`config.mk`:
```
export PLATFORM = sky130hd
export DESIGN_NAME = postfix_stack_evaluator_unit_flat
export DESIGN_NICKNAME = d
export VERILOG_FILES = /design/src/pse_pkg.sv /design/src/pse_if.sv /design/src/pse_div.sv /design/src/pse_front.sv /design/src/pse_fifo.sv /design/src/pse_back.sv /design/src/postfix_stack_evaluator_unit.sv /design/src/flat_wrapper.sv
export SDC_FILE = /design/constraint.sdc
export NUM_CORES = 2
export LEC_CHECK = 0
export CORE_MARGIN = 3
export CORE_UTILIZATION = 25
export CTS_CLUSTER_SIZE = 14
export DETAILED_ROUTE_END_ITERATION = 16
export DONT_BUFFER_PORTS = 1
export PLACE_DENSITY = 0.39
export SETUP_SLACK_MARGIN = 0.4
export SYNTH_ARGS = -nofsm -noshare
export SYNTH_HDL_FRONTEND = slang
export SYNTH_SLANG_ARGS = --single-unit
```
`constraint.sdc`:
```
create_clock -name clk_i -period 9.73 [get_ports clk_i]
set_clock_uncertainty 0.1 [all_clocks]
set_input_delay 1.946 -clock clk_i [delete_from_list [all_inputs] [get_ports clk_i]]
set_output_delay 1.946 -clock clk_i [all_outputs]
set_load 0.03 [all_outputs]
```
`src/pse_pkg.sv`:
```
`default_nettype none

package pse_pkg;

  localparam int unsigned STACK_DEPTH_DEF = 16;
  localparam int unsigned QUEUE_DEPTH     = 2;

  localparam int unsigned DATA_W   = 32;
  localparam int unsigned NUM_W    = 31;
  localparam int unsigned FUNC_W   = 3;
  localparam int unsigned DEPTH_W  = 5;
  localparam int unsigned STATUS_W = 2;

  localparam logic [FUNC_W-1:0] FUNC_PUSH = 3'd0;
  localparam logic [FUNC_W-1:0] FUNC_ADD  = 3'd1;
  localparam logic [FUNC_W-1:0] FUNC_SUB  = 3'd2;
  localparam logic [FUNC_W-1:0] FUNC_MUL  = 3'd3;
  localparam logic [FUNC_W-1:0] FUNC_DIV  = 3'd4;

  localparam logic [STATUS_W-1:0] ST_OK    = 2'd0;
  localparam logic [STATUS_W-1:0] ST_UNDER = 2'd1;
  localparam logic [STATUS_W-1:0] ST_OVER  = 2'd2;
  localparam logic [STATUS_W-1:0] ST_DIVZ  = 2'd3;

  typedef enum logic [2:0] {
    K_PUSH,
    K_ADD,
    K_SUB,
    K_MUL,
    K_DIV,
    K_NOP
  } kind_e;

  typedef struct packed {
    kind_e             kind;
    logic [NUM_W-1:0]  number;
    logic              last;
  } item_t;

  typedef enum logic [2:0] {
    S_IDLE,
    S_EXEC,
    S_MULW,
    S_DIVW,
    S_FILL,
    S_FIN
  } state_e;

endpackage

`default_nettype wire

```
`src/pse_if.sv`:
```
`default_nettype none

interface pse_in_if;
  import pse_pkg::*;
  logic                valid;
  logic                ready;
  logic [FUNC_W-1:0]   func;
  logic [NUM_W-1:0]    number;
  logic                last_token;

  modport source (output valid, func, number, last_token, input ready);
  modport sink   (input valid, func, number, last_token, output ready);
endinterface

interface pse_out_if;
  import pse_pkg::*;
  logic                       valid;
  logic                       ready;
  logic signed [DATA_W-1:0]   top_value;
  logic [DEPTH_W-1:0]         depth;
  logic [STATUS_W-1:0]        status;
  logic                       last;

  modport source (output valid, top_value, depth, status, last, input ready);
  modport sink   (input valid, top_value, depth, status, last, output ready);
endinterface

`default_nettype wire

```
`src/pse_div.sv`:
```
`default_nettype none

module pse_div import pse_pkg::*; (
  input  wire logic              clk_i,
  input  wire logic              rst_ni,
  input  wire logic              start_i,
  input  wire logic [DATA_W-1:0] dividend_i,
  input  wire logic [DATA_W-1:0] divisor_i,
  output logic                   done_o,
  output logic [DATA_W-1:0]      quo_o
);

  localparam int unsigned StepW = $clog2(DATA_W + 1);

  logic              busy_q, busy_d;
  logic              done_q, done_d;
  logic [StepW-1:0]  step_q, step_d;
  logic [DATA_W:0]   rem_q, rem_d;
  logic [DATA_W-1:0] quo_q, quo_d;
  logic [DATA_W-1:0] dsr_q, dsr_d;
  logic              neg_q, neg_d;
  logic [DATA_W:0]   rem_sh;
  logic [DATA_W:0]   diff;

  assign rem_sh = {rem_q[DATA_W-1:0], quo_q[DATA_W-1]};
  assign diff   = rem_sh - {1'b0, dsr_q};

  always_comb begin
    busy_d = busy_q;
    done_d = 1'b0;
    step_d = step_q;
    rem_d  = rem_q;
    quo_d  = quo_q;
    dsr_d  = dsr_q;
    neg_d  = neg_q;
    if (start_i) begin
      // work on magnitudes, fix the sign at the end
      busy_d = 1'b1;
      step_d = StepW'(DATA_W);
      rem_d  = '0;
      quo_d  = dividend_i[DATA_W-1] ? (DATA_W'(0) - dividend_i) : dividend_i;
      dsr_d  = divisor_i[DATA_W-1] ? (DATA_W'(0) - divisor_i) : divisor_i;
      neg_d  = dividend_i[DATA_W-1] ^ divisor_i[DATA_W-1];
    end else if (busy_q) begin
      if (!diff[DATA_W]) begin
        rem_d = diff;
        quo_d = {quo_q[DATA_W-2:0], 1'b1};
      end else begin
        rem_d = rem_sh;
        quo_d = {quo_q[DATA_W-2:0], 1'b0};
      end
      step_d = step_q - StepW'(1);
      if (step_q == StepW'(1)) begin
        busy_d = 1'b0;
        done_d = 1'b1;
      end
    end
  end

  always_ff @(posedge clk_i or negedge rst_ni) begin
    if (!rst_ni) begin
      busy_q <= 1'b0;
      done_q <= 1'b0;
      step_q <= '0;
    end else begin
      busy_q <= busy_d;
      done_q <= done_d;
      step_q <= step_d;
    end
  end

  always_ff @(posedge clk_i) begin
    rem_q <= rem_d;
    quo_q <= quo_d;
    dsr_q <= dsr_d;
    neg_q <= neg_d;
  end

  assign done_o = done_q;
  assign quo_o  = neg_q ? (DATA_W'(0) - quo_q) : quo_q;

endmodule

`default_nettype wire

```
`src/pse_front.sv`:
```
`default_nettype none

module pse_front import pse_pkg::*; (
  pse_in_if.sink     in_i,
  input  wire logic  full_i,
  output logic       wr_valid_o,
  output item_t      wr_item_o
);

  kind_e kind;

  // classify the token kind; unknown codes become a no-op
  always_comb begin
    unique case (in_i.func)
      FUNC_PUSH: kind = K_PUSH;
      FUNC_ADD:  kind = K_ADD;
      FUNC_SUB:  kind = K_SUB;
      FUNC_MUL:  kind = K_MUL;
      FUNC_DIV:  kind = K_DIV;
      default:   kind = K_NOP;
    endcase
  end

  assign in_i.ready        = !full_i;
  assign wr_valid_o        = in_i.valid && !full_i;
  assign wr_item_o.kind    = kind;
  assign wr_item_o.number  = in_i.number;
  assign wr_item_o.last    = in_i.last_token;

endmodule

`default_nettype wire

```
`src/pse_fifo.sv`:
```
`default_nettype none

module pse_fifo import pse_pkg::*; (
  input  wire logic  clk_i,
  input  wire logic  rst_ni,
  input  wire logic  wr_valid_i,
  input  item_t      wr_item_i,
  output logic       full_o,
  output logic       rd_valid_o,
  output item_t      rd_item_o,
  input  wire logic  rd_pop_i
);

  localparam int unsigned PtrW = (QUEUE_DEPTH > 1) ? $clog2(QUEUE_DEPTH) : 1;
  localparam int unsigned CntW = $clog2(QUEUE_DEPTH + 1);

  item_t           slot_q [QUEUE_DEPTH];
  logic [PtrW-1:0] wptr_q, wptr_d;
  logic [PtrW-1:0] rptr_q, rptr_d;
  logic [CntW-1:0] cnt_q, cnt_d;
  logic            do_wr, do_rd;

  assign full_o     = (cnt_q == CntW'(QUEUE_DEPTH));
  assign rd_valid_o = (cnt_q != '0);
  assign rd_item_o  = slot_q[rptr_q];
  assign do_wr      = wr_valid_i && !full_o;
  assign do_rd      = rd_pop_i && rd_valid_o;

  always_comb begin
    wptr_d = wptr_q;
    rptr_d = rptr_q;
    cnt_d  = cnt_q;
    if (do_wr) begin
      wptr_d = (wptr_q == PtrW'(QUEUE_DEPTH - 1)) ? '0 : wptr_q + PtrW'(1);
    end
    if (do_rd) begin
      rptr_d = (rptr_q == PtrW'(QUEUE_DEPTH - 1)) ? '0 : rptr_q + PtrW'(1);
    end
    if (do_wr && !do_rd) begin
      cnt_d = cnt_q + CntW'(1);
    end else if (do_rd && !do_wr) begin
      cnt_d = cnt_q - CntW'(1);
    end
  end

  always_ff @(posedge clk_i or negedge rst_ni) begin
    if (!rst_ni) begin
      wptr_q <= '0;
      rptr_q <= '0;
      cnt_q  <= '0;
    end else begin
      wptr_q <= wptr_d;
      rptr_q <= rptr_d;
      cnt_q  <= cnt_d;
    end
  end

  always_ff @(posedge clk_i) begin
    if (do_wr) begin
      slot_q[wptr_q] <= wr_item_i;
    end
  end

endmodule

`default_nettype wire

```
`src/pse_back.sv`:
```
`default_nettype none

module pse_back import pse_pkg::*; #(
  parameter int unsigned STACK_DEPTH = STACK_DEPTH_DEF
) (
  input  wire logic   clk_i,
  input  wire logic   rst_ni,
  input  wire logic   q_valid_i,
  input  item_t       q_item_i,
  output logic        q_pop_o,
  pse_out_if.source   out_o
);

  localparam int unsigned CntW  = $clog2(STACK_DEPTH + 1);
  localparam int unsigned AddrW = (STACK_DEPTH > 1) ? $clog2(STACK_DEPTH) : 1;

  state_e              state_q, state_d;
  item_t               item_q, item_d;
  logic [CntW-1:0]     cnt_q, cnt_d;
  logic [DATA_W-1:0]   tos_q, tos_d;
  logic [DATA_W-1:0]   nos_q, nos_d;
  logic [STATUS_W-1:0] status_q, status_d;
  logic [DATA_W-1:0]   mul_q;
  logic [DATA_W-1:0]   rd_q;
  logic [DATA_W-1:0]   mem_q [STACK_DEPTH];

  logic                out_valid_q, out_valid_d;
  logic [DATA_W-1:0]   out_top_q, out_top_d;
  logic [DEPTH_W-1:0]  out_depth_q, out_depth_d;
  logic [STATUS_W-1:0] out_status_q, out_status_d;
  logic                out_last_q, out_last_d;

  logic                mem_we, rd_en, div_start, div_done, do_pop;
  logic [DATA_W-1:0]   pop_val, div_quo;
  logic [CntW-1:0]     waddr_full, raddr_full;

  pse_div u_div (
    .clk_i      (clk_i),
    .rst_ni     (rst_ni),
    .start_i    (div_start),
    .dividend_i (nos_q),
    .divisor_i  (tos_q),
    .done_o     (div_done),
    .quo_o      (div_quo)
  );

  // entries below the two top registers live in memory
  assign waddr_full = cnt_q - CntW'(2);
  assign raddr_full = cnt_q - CntW'(3);

  always_comb begin
    state_d      = state_q;
    item_d       = item_q;
    cnt_d        = cnt_q;
    tos_d        = tos_q;
    nos_d        = nos_q;
    status_d     = status_q;
    out_valid_d  = out_valid_q && !out_o.ready;
    out_top_d    = out_top_q;
    out_depth_d  = out_depth_q;
    out_status_d = out_status_q;
    out_last_d   = out_last_q;
    q_pop_o      = 1'b0;
    mem_we       = 1'b0;
    rd_en        = 1'b0;
    div_start    = 1'b0;
    do_pop       = 1'b0;
    pop_val      = '0;

    unique case (state_q)
      S_IDLE: begin
        if (q_valid_i) begin
          q_pop_o = 1'b1;
          item_d  = q_item_i;
          state_d = S_EXEC;
        end
      end
      S_EXEC: begin
        status_d = ST_OK;
        state_d  = S_FIN;
        unique case (item_q.kind)
          K_PUSH: begin
            if (cnt_q == CntW'(STACK_DEPTH)) begin
              status_d = ST_OVER;
            end else begin
              mem_we = (cnt_q >= CntW'(2));
              nos_d  = tos_q;
              tos_d  = {1'b0, item_q.number};
              cnt_d  = cnt_q + CntW'(1);
            end
          end
          K_NOP: begin
            status_d = ST_OK;
          end
          default: begin
            if (cnt_q < CntW'(2)) begin
              status_d = ST_UNDER;
            end else begin
              case (item_q.kind)
                K_ADD: begin
                  do_pop  = 1'b1;
                  pop_val = nos_q + tos_q;
                end
                K_SUB: begin
                  do_pop  = 1'b1;
                  pop_val = nos_q - tos_q;
                end
                K_MUL: begin
                  state_d = S_MULW;
                end
                default: begin
                  if (tos_q == '0) begin
                    status_d = ST_DIVZ;
                  end else begin
                    div_start = 1'b1;
                    state_d   = S_DIVW;
                  end
                end
              endcase
            end
          end
        endcase
      end
      S_MULW: begin
        do_pop  = 1'b1;
        pop_val = mul_q;
      end
      S_DIVW: begin
        if (div_done) begin
          do_pop  = 1'b1;
          pop_val = div_quo;
        end
      end
      S_FILL: begin
        nos_d   = rd_q;
        state_d = S_FIN;
      end
      S_FIN: begin
        if (!out_valid_q || out_o.ready) begin
          out_valid_d  = 1'b1;
          out_top_d    = (cnt_q != '0) ? tos_q : '0;
          out_depth_d  = DEPTH_W'(cnt_q);
          out_status_d = status_q;
          out_last_d   = item_q.last;
          if (item_q.last) begin
            cnt_d = '0;
          end
          state_d = S_IDLE;
        end
      end
      default: begin
        state_d = S_IDLE;
      end
    endcase

    // collapse two operands into one; refill the second slot from memory if it holds more
    if (do_pop) begin
      tos_d = pop_val;
      cnt_d = cnt_q - CntW'(1);
      if (cnt_q >= CntW'(3)) begin
        rd_en   = 1'b1;
        state_d = S_FILL;
      end else begin
        state_d = S_FIN;
      end
    end
  end

  always_ff @(posedge clk_i or negedge rst_ni) begin
    if (!rst_ni) begin
      state_q     <= S_IDLE;
      cnt_q       <= '0;
      out_valid_q <= 1'b0;
    end else begin
      state_q     <= state_d;
      cnt_q       <= cnt_d;
      out_valid_q <= out_valid_d;
    end
  end

  always_ff @(posedge clk_i) begin
    item_q       <= item_d;
    tos_q        <= tos_d;
    nos_q        <= nos_d;
    status_q     <= status_d;
    mul_q        <= DATA_W'(nos_q * tos_q);
    out_top_q    <= out_top_d;
    out_depth_q  <= out_depth_d;
    out_status_q <= out_status_d;
    out_last_q   <= out_last_d;
  end

  always_ff @(posedge clk_i) begin
    if (mem_we) begin
      mem_q[waddr_full[AddrW-1:0]] <= nos_q;
    end
    if (rd_en) begin
      rd_q <= mem_q[raddr_full[AddrW-1:0]];
    end
  end

  assign out_o.valid     = out_valid_q;
  assign out_o.top_value = $signed(out_top_q);
  assign out_o.depth     = out_depth_q;
  assign out_o.status    = out_status_q;
  assign out_o.last      = out_last_q;

endmodule

`default_nettype wire

```
`src/postfix_stack_evaluator_unit.sv`:
```
// Order: a request passes execute, then finish, which loads the output register;
//   multiply adds a product state, divide waits on the divider, and a pop that
//   needs a refill adds a fill state. Throughput: one request at a time in the
//   execute side; the 32-step divider sets the worst case.
// Reset: rst_ni clears the stack count, queue and handshakes; stack memory holds garbage.
`default_nettype none

// Postfix evaluator top level.
//
// The front side decodes each request's token kind and drops it into a two-entry
// queue, so new requests are taken while the back side is busy or while a result
// waits in the output register.
//
// The back side keeps the two topmost stack entries in registers and the rest in
// a single-port memory; a pop refills the second register from memory through a
// fill state if memory holds entries. Multiply goes through one registered product,
// divide through a bit-serial divider on magnitudes that fixes the sign after.
//
// Underflow, overflow and division by zero leave the stack untouched and only
// report a status. A request flagged last empties the stack once its result is out.
module postfix_stack_evaluator_unit import pse_pkg::*; #(
  parameter int unsigned STACK_DEPTH = STACK_DEPTH_DEF
) (
  input  wire logic  clk_i,
  input  wire logic  rst_ni,
  pse_in_if.sink     in_i,
  pse_out_if.source  out_o
);

  // front to queue
  logic  wr_valid;
  item_t wr_item;
  logic  q_full;

  // queue to back
  logic  q_valid;
  item_t q_item;
  logic  q_pop;

  // decode and admit requests
  pse_front u_front (
    .in_i       (in_i),
    .full_i     (q_full),
    .wr_valid_o (wr_valid),
    .wr_item_o  (wr_item)
  );

  // hold decoded requests between the two sides
  pse_fifo u_fifo (
    .clk_i      (clk_i),
    .rst_ni     (rst_ni),
    .wr_valid_i (wr_valid),
    .wr_item_i  (wr_item),
    .full_o     (q_full),
    .rd_valid_o (q_valid),
    .rd_item_o  (q_item),
    .rd_pop_i   (q_pop)
  );

  // execute against the stack and register the result
  pse_back #(
    .STACK_DEPTH (STACK_DEPTH)
  ) u_back (
    .clk_i     (clk_i),
    .rst_ni    (rst_ni),
    .q_valid_i (q_valid),
    .q_item_i  (q_item),
    .q_pop_o   (q_pop),
    .out_o     (out_o)
  );

endmodule

`default_nettype wire

```
`src/flat_wrapper.sv`:
```
// flat-port wrapper written by rule: the top's interface ports become plain ports
module postfix_stack_evaluator_unit_flat import pse_pkg::*;
#(
  parameter int unsigned STACK_DEPTH = STACK_DEPTH_DEF
)
  (clk_i, rst_ni, in_i_valid, in_i_func, in_i_number, in_i_last_token, in_i_ready, out_o_valid, out_o_top_value, out_o_depth, out_o_status, out_o_last, out_o_ready);
  pse_in_if in_i_i ();
  pse_out_if out_o_i ();
  input  wire logic clk_i;
  input  wire logic rst_ni;
  input wire logic [$bits(in_i_i.valid)-1:0] in_i_valid;
  input wire logic [$bits(in_i_i.func)-1:0] in_i_func;
  input wire logic [$bits(in_i_i.number)-1:0] in_i_number;
  input wire logic [$bits(in_i_i.last_token)-1:0] in_i_last_token;
  output wire logic [$bits(in_i_i.ready)-1:0] in_i_ready;
  output wire logic [$bits(out_o_i.valid)-1:0] out_o_valid;
  output wire logic [$bits(out_o_i.top_value)-1:0] out_o_top_value;
  output wire logic [$bits(out_o_i.depth)-1:0] out_o_depth;
  output wire logic [$bits(out_o_i.status)-1:0] out_o_status;
  output wire logic [$bits(out_o_i.last)-1:0] out_o_last;
  input wire logic [$bits(out_o_i.ready)-1:0] out_o_ready;
  assign in_i_i.valid = in_i_valid;
  assign in_i_i.func = in_i_func;
  assign in_i_i.number = in_i_number;
  assign in_i_i.last_token = in_i_last_token;
  assign in_i_ready = in_i_i.ready;
  assign out_o_valid = out_o_i.valid;
  assign out_o_top_value = out_o_i.top_value;
  assign out_o_depth = out_o_i.depth;
  assign out_o_status = out_o_i.status;
  assign out_o_last = out_o_i.last;
  assign out_o_i.ready = out_o_ready;
  postfix_stack_evaluator_unit #(.STACK_DEPTH(STACK_DEPTH)) u_core (.clk_i(clk_i), .rst_ni(rst_ni), .in_i(in_i_i), .out_o(out_o_i));
endmodule
```
Word-level counts from Yosys, hierarchy flattened. Memory sizes are Yosys's and may differ from the RTL's. A register that Yosys moved wholly into a read port is not among the register bits. Cells that the tools add are included.

Bits in registers: 256. Memory bits (writable): 582. Input port bits: 39. Logic and storage cells: 178. Memories kept: 2.

Memory list: u_core.u_back.mem_q (depth 16, width 32, rd ports 1, clocked after Yosys merged registers in 1, wr ports 1, RTL line pse_back.sv:25) `logic [DATA_W-1:0] mem_q [STACK_DEPTH];`; u_core.u_fifo.slot_q (depth 2, width 35, rd ports 1, clocked after Yosys merged registers in 1, wr ports 1, RTL line pse_fifo.sv:17) `item_t slot_q [QUEUE_DEPTH];`.

Add/sub/neg operators: 15. Multipliers: 1. $lt $le $gt $ge: 3. Equal/unequal tests: 25. Multiplexer cells: 75. Bitwise operators: 1. Reductions and logical operators: 34.

Operators by type and width (number): 32-bit two-way mux (14); 32-bit one-hot mux with 2 select lines (2); 32-bit one-hot mux with 3 select lines (1); 1-bit by 32-bit subtractor with 32-bit output, first input constant (3); 33-bit by 32-bit subtractor with 33-bit output (1); 32-bit adder (1); 32-bit zero test (1); 32-bit by 32-bit multiplier with 32-bit output (1); 1-bit two-way mux (32); 32-bit subtractor (1); 31-bit two-way mux (1); 3-bit one-hot mux with 5 select lines (2); 5-bit two-way mux (5); 3-bit by 2-bit equality test with 1-bit output, second input constant (6); 3-bit two-way mux (6); 3-bit equality test, second input constant (4); 2-bit two-way mux (6); 6-bit two-way mux (2); 3-bit inequality test, second input constant (4); 2-bit nonzero test (6); 5-bit by 2-bit >= comparator with 1-bit output, second input constant (2); 5-bit one-hot mux with 2 select lines (1); 3-bit by 1-bit equality test with 1-bit output, second input constant (3); 3-bit zero test (3); other kinds (28) (46).

Depth between registers and ports, before layout.
Depth after elaboration: 8. Mapped depth: 27.

Cells and area by module. A second synthesis with hierarchy kept.

Cells, all modules: 4426. Area total of the unflattened synthesis: 56317.8 um2.

Modules (own cells, without submodules): pse_back (instances 1, cells each 3310, area each 45088.2 um2, sequential area each 21435.6 um2); pse_div (instances 1, cells each 951, area each 8085.3 um2, sequential area each 2792.7 um2); pse_fifo (instances 1, cells each 128, area each 2876.5 um2, sequential area each 2202.1 um2); pse_front (instances 1, cells each 37, area each 267.8 um2, sequential area each 0.0 um2).

Worst setup path before layout. No wires, ideal clock.

Path type: reg2reg. Start point: register u_core.u_back.nos_q[6]. End point: register u_core.u_back.mul_q[28]. Library setup time: 72 ps. Data arrival time: 7024 ps. Setup slack: 2534 ps. Cell stages (with the launch flop): 24. Buffers on the path: 2. Clock period less this slack: 7196 ps. Cells stage by stage: edfxtp_1 > clkbuf_1 > clkbuf_1 > and2_1 > fa_1 > inv_1 > fa_1 > fa_1 > inv_1 > fa_1 > ha_1 > ha_1 > inv_1 > fa_1 > inv_1 > fa_1 > ha_1 > or3_1 > a2111oi_0 > nor4b_1 > o41ai_1 > o21bai_1 > a221oi_1 > xnor2_1.

Longest elaborated chain between the ends: 1.

Ends and longest elaborated chain: start: declaration (RTL line pse_back.sv:21) `logic [DATA_W-1:0] nos_q, nos_d;`; start signal: assignment (RTL line pse_back.sv:184) `nos_q <= nos_d;`; 32-bit by 32-bit multiplier with 32-bit output (RTL line pse_back.sv:186) `mul_q <= DATA_W'(nos_q * tos_q);`; end signal: assignment (RTL line pse_back.sv:186); end: declaration (RTL line pse_back.sv:23) `logic [DATA_W-1:0] mul_q;`.

No other way between the ends. A chain may end at the register's enable or synchronous reset.

Worst setup path after layout.
Start point: register u_core.u_back.tos_q[3]. End point: register u_core.u_back.mul_q[28].

Longest elaborated chain between the ends: 1.

Ends and longest elaborated chain: start: declaration (RTL line pse_back.sv:20) `logic [DATA_W-1:0] tos_q, tos_d;`; start signal: assignment (RTL line pse_back.sv:183) `tos_q <= tos_d;`; 32-bit by 32-bit multiplier with 32-bit output (RTL line pse_back.sv:186).

No other way between the ends.

==> results.sh <==
export IMPL_clk_path_buf_depth=3
export IMPL_vias=34031
export IMPL_finalCriticalPeriod_ps=8204
export IMPL_crit_top_cell="fa_1"
export IMPL_synthesis_area_um2=55320
export IMPL_final_layout_size_suffix_gt1_share_pct=12.70
export IMPL_htreeDepth=3
export IMPL_fin_tns_setup_ps=0
export IMPL_drtPass1Iterations=6
export IMPL_postSynth_asyncResetShare_pct=2.320
export IMPL_crit_path_top_delay_cell="edfxtp_1"
export IMPL_syn_inst=4324
export IMPL_detail_route_antenna_nets=0
export IMPL_synth_nets=4975
export IMPL_worstSkewPairLatency_ps=750
export IMPL_final_period_utilization_pct=84.31
export IMPL_synth_adder_area_share_pct=19.41
export IMPL_setup_violations=0
export IMPL_cts_tree="built"
export IMPL_portBuffers=0
export IMPL_ys_ff_latch=905
export IMPL_yosys_most_used_dff="edfxtp_1"
export IMPL_grt_pass1_vias=35684
export IMPL_gp_congestion=0.8225
export IMPL_hold_viol=0
export IMPL_dp_hpwl_mm=123.3
export IMPL_die_x_um=476.4
export IMPL_vias_per_cell=4.621
export IMPL_grt_max_degree=75
export IMPL_ioPinCount=81
export IMPL_yosysWarnings=0
export IMPL_slew_headroom_pct=20.03
export IMPL_areaGrowthSynthToFinish_pct=13.13
export IMPL_cp_max_fo=27
export IMPL_nNetsFinal=4965
export IMPL_hold_ws_ps=375.5
export IMPL_critPathArrivalTime_ps=8750
export IMPL_start_util_pct=25.15
export IMPL_ys_types=80
export IMPL_core_area_um2=219900
export IMPL_maxCapViolCount=0
export IMPL_route_detailed_drc=0
export IMPL_yosysSeqAreaShare_pct=47.78
export IMPL_worstPathCellList="buf_4, and2_1, fa_1, inv_1, fa_1, fa_1, inv_1, fa_1, ha_1, ha_1, inv_1, fa_1, inv_1, fa_1, ha_1, or3_1, a2111oi_0, nor4b_1, o41ai_1, buf_4, o21bai_1, a221oi_1, xnor2_1"
export IMPL_synthXorXnorAreaFrac_pct=4.101
export IMPL_root_buffer="clkbuf_16"
export IMPL_grt_setup_unrepaired="no"
export IMPL_worst_setup_path_type="flip-flop to flip-flop"
export IMPL_synth_compound_area_share_pct=5.978
export IMPL_crit_path_end_kind="flip-flop"
export IMPL_outcome="complete, no violations"
export IMPL_drt_total_wl_mm=183.3
export IMPL_dieArea_um2=227000
export IMPL_wl_per_cell_um=24.89
export IMPL_ctsHoldBuffers=0
export IMPL_synthMuxAreaShare_pct=8.208
export IMPL_slew_violations=0
export IMPL_cts_buffers=103
export IMPL_worst_slack_ps=1526
export IMPL_tightest_slew_ps=1200
export IMPL_rows=172
export IMPL_clock_sinks=905
export IMPL_grt_pass1_wl_mm=266.0
export IMPL_ctsResizeCount=0
export IMPL_syn_avg_cell_area_um2=12.79
export IMPL_antenna_found_initial=16
export IMPL_drtIter0Drc=2828
export IMPL_max_freq_mhz=121.9
export IMPL_grt_overflow=0
export IMPL_synth_enable_flop_cells=820
export IMPL_clkTransAtPathRegs_ps=60
export IMPL_hold_path_class="flip-flop to flip-flop"
export IMPL_die_h_um=476.4
export IMPL_post_cts_setup_buffers=0
export IMPL_start_kind="flip-flop"
export IMPL_cp_data_required_time_ps=10280
export IMPL_pre_cts_ws_ps=1507
export IMPL_grt_util_all_layers_pct=16.04
export IMPL_max_stage_delay_ps=1020
export IMPL_synthSimpleGateAreaFrac_pct=9.737
export IMPL_synth_top_family_by_area="adder cells"
## critical path, delay by kind of cell, from the launching register on
family                   cells  cell delay (ps)
adder cells (fa/ha/maj)      9             3510
AO/OA/AOI/OAI                4             1770
flip-flops                   1             1020
AND/OR/NAND/NOR              3              800
buffers and inverters        6              760
XOR/XNOR                     1              150
## layout by cell type (no fill, tap or decap), drive strengths merged, types with 69 or more instances in the layout
cell type  instances
xnor2            158
ha               202
mux2              69
mux4             160
and2             291
inv              469
xor2             101
nand2            416
edfxtp           820
o21ai            139
clkbuf           130
nor2             147
buf              128
fa               410
a21oi            130
## per-layer routing
layer	vias to the layer above	wire length (um)	GRT usage, %
li1	15007	-	-
met1	17976	89400	24.00
met2	877	80420	24.26
met3	171	9653	2.625
met4	0	3841	3.444
met5	-	0	0
## area by class of cell
cell class	instances	area (um2)
fillers	22741	157400
multi-input cells	2715	26440
flip-flops and latches	905	26440
well taps	2958	3701
clock buffers	130	2710
inverters	461	1730
repair buffers	128	985.9
clock inverters	63	570.5
diodes	5	12.51
## metrics by stage
step | area (um2) | instances | util [%]
6_report | 62580 | 7365 | 28.45
5_1_grt | 62570 | 7361 | 28.45
4_1_cts | 62570 | 7360 | 28.45
3_5_place_dp | 59290 | 7167 | 26.96
3_3_place_gp | 59290 | 7167 | 26.96
2_1_floorplan | 55320 | 4324 | -
## cell families after synthesis
kind of cell,count (synthesis)
xor gates and xnor gates,259
buffers and inverters,704
and+or+nand+nor,1086
adders and majority gates,612
AOI/OAI and AO/OA,513
DFF,905
muxes,245
## state kept, by name, summed over array words and instances (netlist names), 3 cells and up
name and cells:
u_core.u_back.cnt_q 5, u_core.u_back.item_q 35, u_core.u_back.mem_q 512, u_core.u_back.mul_q 32, u_core.u_back.nos_q 32, u_core.u_back.out_o.depth 5
u_core.u_back.out_o.top_value 32, u_core.u_back.rd_q 32, u_core.u_back.state_q 3, u_core.u_back.tos_q 32, u_core.u_back.u_div.dsr_q 32, u_core.u_back.u_div.quo_q 32
u_core.u_back.u_div.rem_q 32, u_core.u_back.u_div.step_q 6, u_core.u_fifo.slot_q 70
## Yosys cell counts, types with 9 or more instances
cell	n	area, um2
edfxtp_1	820	24620
inv_1	461	1730
nand2_1	416	1562
fa_1	410	8208
and2_1	291	1821
clkbuf_1	226	848.3
ha_1	202	2527
mux4_2	160	3603
xnor2_1	158	1384
nor2_1	147	551.8
o21ai_0	137	685.7
a21oi_1	130	650.6
xor2_1	101	884.6
mux2_2	69	777.0
dfxtp_1	64	1281
nor2b_1	45	281.5
o31ai_1	39	292.8
nand3_1	31	155.2
or3_1	29	181.4
a21o_1	26	195.2
nor3_1	26	130.1
o21a_1	23	172.7
a31oi_1	22	137.6
dfrtp_1	21	525.5
a222oi_1	20	200.2
nand2b_1	20	125.1
and3_1	17	106.4
mux2i_1	16	160.2
or4_1	15	112.6
buf_1	14	52.55
o21bai_1	12	90.09
a211oi_1	10	75.07
o211ai_1	10	75.07
or2_2	10	62.56
o41ai_1	9	78.83
## worst paths after layout
path                                                 end  slack [ps]                 startpoint  cells past startpoint
min reg2reg                u_core.u_back.out_o.status[0]         380  u_core.u_back.status_q[0]                      0
max in group asynchronous         u_core.u_back.cnt_q[0]        8570                     rst_ni                      0
max reg2reg                      u_core.u_back.mul_q[28]        1530     u_core.u_back.tos_q[3]                     23
min                        u_core.u_back.out_o.status[0]         380  u_core.u_back.status_q[0]                      0
max                              u_core.u_back.mul_q[28]        1530     u_core.u_back.tos_q[3]                     23
min in group asynchronous  u_core.u_back.u_div.step_q[0]         790                     rst_ni                      0
Power is left out: the tool's default activity adds up to more than one toggle a clock period on the data nets, which glitch-free logic cannot reach.
